File: src/hdl/fdj_pkg.sv
// ----------------------------------------------------------------------------
// fdj_pkg
// Shared types and constants of the frame timestamp de-jitter core.
// ----------------------------------------------------------------------------
`default_nettype none

package fdj_pkg;

    localparam int TIME_W  = 48;   // Q16 ms timestamps
    localparam int INTV_W  = 32;   // interval estimate, Q16 ms
    localparam int FRAME_W = 16;
    localparam int MOD_W   = 17;
    localparam int CFG_IDX_W = 2;
    localparam int CFG_DATA_W = 48;

    // divider: 48-bit dividend, 17-bit divisor
    localparam int DIVD_W  = 48;
    localparam int DIVS_W  = 17;
    localparam int ITER_W  = 6;

    localparam logic ACT_FRAME = 1'b0;
    localparam logic ACT_INIT  = 1'b1;

    localparam logic [CFG_IDX_W-1:0] CFG_NOMINAL_INTERVAL = 2'd0;
    localparam logic [CFG_IDX_W-1:0] CFG_FRAME_MODULUS    = 2'd1;
    localparam logic [CFG_IDX_W-1:0] CFG_START_CLOCK      = 2'd2;
    localparam logic [CFG_IDX_W-1:0] CFG_START_TIMESTAMP  = 2'd3;

    typedef struct packed {
        logic [FRAME_W-1:0] frame;
        logic [TIME_W-1:0]  ftime;
        logic [TIME_W-1:0]  ctime;
    } hist_entry_t;

    typedef struct packed {
        logic              start;
        logic [DIVD_W-1:0] dividend;   // MSB-aligned to the iteration count
        logic [DIVS_W-1:0] divisor;
        logic [ITER_W-1:0] iters;
    } div_req_t;

    typedef struct packed {
        logic              done;
        logic [DIVD_W-1:0] quotient;
        logic [DIVS_W-1:0] remainder;
    } div_rsp_t;

endpackage

`default_nettype wire

File: src/hdl/fdj_div.sv
// ----------------------------------------------------------------------------
// fdj_div
// Restoring divider, one quotient bit per cycle, shared by the sequencer.
// ----------------------------------------------------------------------------
`default_nettype none

module fdj_div (
    input  wire logic             clk,
    input  wire logic             rst_n,
    input  wire fdj_pkg::div_req_t req,
    output fdj_pkg::div_rsp_t     rsp
);
    import fdj_pkg::*;

    logic [DIVD_W-1:0] acc_reg;
    logic [DIVS_W-1:0] rem_reg;
    logic [DIVS_W-1:0] dvs_reg;
    logic [ITER_W-1:0] cnt_reg;
    logic              busy_reg;
    logic              done_reg;

    logic [DIVS_W:0]   trial;
    logic [DIVS_W:0]   diff;
    logic              qbit;

    always_comb
    begin
        trial = {rem_reg, acc_reg[DIVD_W-1]};
        diff  = trial - {1'b0, dvs_reg};
        qbit  = ~diff[DIVS_W];
    end

    always_ff @(posedge clk or negedge rst_n)
    begin
        if (!rst_n)
        begin
            busy_reg <= 1'b0;
            done_reg <= 1'b0;
            cnt_reg  <= '0;
        end
        else
        begin
            done_reg <= busy_reg && (cnt_reg == ITER_W'(1));
            if (req.start)
            begin
                busy_reg <= 1'b1;
                cnt_reg  <= req.iters;
            end
            else if (busy_reg)
            begin
                cnt_reg <= cnt_reg - ITER_W'(1);
                if (cnt_reg == ITER_W'(1))
                    busy_reg <= 1'b0;
            end
        end
    end

    always_ff @(posedge clk)
    begin
        if (req.start)
        begin
            acc_reg <= req.dividend;
            rem_reg <= '0;
            dvs_reg <= req.divisor;
        end
        else if (busy_reg)
        begin
            acc_reg <= {acc_reg[DIVD_W-2:0], qbit};
            rem_reg <= qbit ? diff[DIVS_W-1:0] : trial[DIVS_W-1:0];
        end
    end

    assign rsp.done      = done_reg;
    assign rsp.quotient  = acc_reg;
    assign rsp.remainder = rem_reg;

endmodule

`default_nettype wire

File: config.mk
export PLATFORM = sky130hd
export DESIGN_NAME = fdj_div
export DESIGN_NICKNAME = d
export VERILOG_FILES = /design/src/hdl/fdj_pkg.sv /design/src/hdl/fdj_div.sv
export SDC_FILE = /design/constraint.sdc
export NUM_CORES = 1
export LEC_CHECK = 0
export BUFFER_PORTS_ARGS = -buffer_cell sky130_fd_sc_hd__buf_4
export CAP_MARGIN = 15
export CORE_UTILIZATION = 31
export CTS_CLUSTER_DIAMETER = 80
export DETAILED_ROUTE_END_ITERATION = 8
export PLACE_DENSITY = 0.54
export SKIP_LAST_GASP = 1
export SLEW_MARGIN = 20
export SYNTH_ARGS = -nofsm -noshare
export SYNTH_HDL_FRONTEND = slang
export SYNTH_SLANG_ARGS = --single-unit
File: constraint.sdc
create_clock -name clk -period 3 [get_ports clk]
set_clock_uncertainty 0.1 [all_clocks]
set_input_delay 0.45 -clock clk [delete_from_list [all_inputs] [get_ports clk]]
set_output_delay 0.45 -clock clk [all_outputs]
set_load 0.005 [all_outputs]
==> run_results.csv <==
group,metric,value,unit
logic_synthesis,synth_most_common_cell,"edfxtp_1",
drt,wl_met2,5641,um
final_layout,antenna_cells,0,
die,die_h,126.1,um
drt,dr.pass1.iters,4,
cts,cts_tree,"built",
cts,numCtsBuffers,9,
critical_path,worst_setup_path_start_kind,"flop",
place,gp_congestion,0.9152,
job,maxCapViolations,0,
cts,clock_latency,0.35,ns
global_routing,grt_pass1_wl,19490,um
drt,via_per_inst,5.011,
global_routing,gr-total-overflow,0,
drt,dr.max_layer_used,"met4",
drt,post_drt_wl_per_cell,16.26,um
final_layout,drive_above_1_share,0.4075,
logic_synthesis,yosys.area.top_type_share,0.4088,
final_layout,utilization,0.4307,
logic_synthesis,ys.flop_type,"edfxtp_1",
worst_hold_path,whs_path_depth,1,
drt,routed_wl,12130,um
sta,hold_viol_final,0,
global_routing,grt_max_degree,99,
logic_synthesis,synthesis.nets,509,
sta,relSlewSlack,0.5882,
critical_path,crit_arrival,2.99,ns
place,dp_hpwl,8517,um
drt,drt-met1-wl,5231,um
cts,cts_num_sinks,90,
final_layout,fin_cells,746,
global_routing,grt_pass1_vias,3842,
logic_synthesis,yosys-top-cells-area,"edfxtp_1 41%, mux2_2 11%, dfxtp_1 7.1%",
die,start_util,0.3236,
logic_synthesis,yosysTopAreaCell,"edfxtp_1",
pwr,p_leak,2.713,nW
critical_path,cp.required,3.16,ns
final_layout,finalNetCount,651,
status,status,"finished clean",
logic_synthesis,synth-warning-count,0,
sta,slew_violations,0,
critical_path,cp_max_fo,3,
die,io_pins,140,
critical_path,reg2regPathDepth,10,
worst_hold_path,hold_start,"req[10]",
drt,met3WireLength,1141,um
cts,htree_num_levels,3,
global_routing,track_usage,0.1576,
cts,root_buffer,"clkbuf_16",
sta,tightest_slew,0.6176,ns
die,fp.dieW,126.1,um
sta,period_share,0.9420,
die,fp.coreArea,14750,sq um
logic_synthesis,ys_top_cells_by_count,"65 x edfxtp_1, 47 x mux2_2, 29 x nand2_1",
logic_synthesis,ys_seq_area_frac,0.5220,
global_routing,antenna_found_initial,0,
logic_synthesis,ys_seq_elements,90,
cts,clk_pin_slew,0.07,ns
cts,clockBufferDepth,2,
logic_synthesis,netlist_area,4775,sq um
final_layout,largest_reg_flops,48,
drt,final_antenna_net_count,0,
logic_synthesis,synthCells,415,
logic_synthesis,yosysUniqueCellTypes,58,
logic_synthesis,avgSynthCellArea,11.51,sq um
sta,timing.fmax,353.9,MHz
drt,drc,0,
sta,period_needed,2.826,ns
drt,detail_route.iter0.violations,179,
logic_synthesis,synth-edff-count,65,
critical_path,reg2reg_from,"acc_reg[47]",
place,post-place-cells,726,
critical_path,rrSetupSlack,0.17,ns
final_layout,syn_to_final_growth,33.10,%
critical_path,timing.rr.end,"rem_reg[12]",
pwr,peakVddDrop,0.3128,mV
die,fp-row-count,44,
drt,num_vias,3738,
worst_hold_path,min-delay-path-class,"primary input to flop",
pwr,power_density,585.8,nW/um^2
place,io_buffers,139,
die,die-area,15900,sq um
critical_path,crit_path_end_kind,"flop",
critical_path,path_class,"flop to flop",
logic_synthesis,async_reset_ff_frac,0.08889,
worst_hold_path,whs_endpoint,"dvs_reg[4]",
sta,setup-violations-final,0,
-- routing by layer --
layer,track usage,up-vias
li1,-,1834
met1,0.1977,1753
met2,0.2486,141
met3,0.06924,10
met4,0.03685,0
met5,0,-
-- how the worst max path moves through the flow --
stage / endpoint / start / slack [ns]
6_report: rem_reg[12] / acc_reg[47] / 0.17
5_1_grt: rem_reg[12] / acc_reg[47] / -0.02
4_1_cts: rem_reg[12] / acc_reg[47] / 0.13
3_5_place_dp: rem_reg[12] / acc_reg[47] / 0.16
2_1_floorplan: rem_reg[12] / acc_reg[47] / 0.33
3_3_place_gp: rem_reg[12] / acc_reg[47] / 0.19
-- cells by family after synthesis --
family | count (synthesis) | share of synthesized area
DFF | 90 | 0.5220
muxes | 47 | 0.1108
adders and majority gates | 20 | 0.05398
xor gates and xnor gates | 15 | 0.02751
and+or+nand+nor | 104 | 0.1093
buffers and inverters | 48 | 0.04036
AOI/OAI and AO/OA | 91 | 0.1360
-- through the flow --
stage	total power [mW]	worst slack (ns)	setup TNS [ns]	instance area, sq um	hold WS [ns]
final	3.723	0.1740	0	6355	0.1735
after global placement	2.635	0.1916	0	6040	0.1729
after CTS	3.765	0.1295	0	6325	0.1536
after floorplan	2.210	0.3346	0	4775	0.05441
after detailed placement	2.643	0.1627	0	6040	0.1748
after global routing	3.942	-0.02221	-0.02221	6355	0.1507
-- cell type report --
cell class | count | area (sq um)
inverters | 27 | 101.3
fillers | 1416 | 8399
multi-input cells | 277 | 2100
clock buffers | 9 | 225.2
flip-flops and latches | 90 | 2492
clock inverters | 7 | 50.05
well taps | 184 | 230.2
repair buffers | 152 | 1156
-- report_power, final --
group	total, mW	switching, mW	internal, mW
logic	1.00	0.476	0.526
clock network	1.09	0.525	0.567
registers	1.63	0.116	1.51
total	3.72	1.12	2.61
-- repair_timing --
item                                    4_1_cts  5_1_grt
hold buffers                                  1        0
endpoints found under the setup margin        0        1
resized for setup                             0        2
hold endpoints to repair                      8        0
setup buffers                                 0        3
-- critical path: stages, from the launching register on --
cell	delay [ns]
edfxtp_1	0.38
inv_1	0.05
ha_1	0.22
fa_1	0.43
nor2b_2	0.16
o211ai_1	0.10
a21o_1	0.25
a211oi_2	0.27
nor3_1	0.07
or4b_4	0.48
a311oi_2	0.23
-- placed cells by master (no fill, tap or decap), types with 11 or more instances in the layout --
cell / n
buf_4: 150
mux2_2: 47
a21oi_1: 12
dfxtp_1: 17
nand3_1: 15
a311oi_1: 11
inv_1: 27
o21ai_0: 27
nor2_1: 27
nand2_1: 28
ha_1: 19
edfxtp_1: 65
Note: power is estimated with default switching activity, not from simulation.
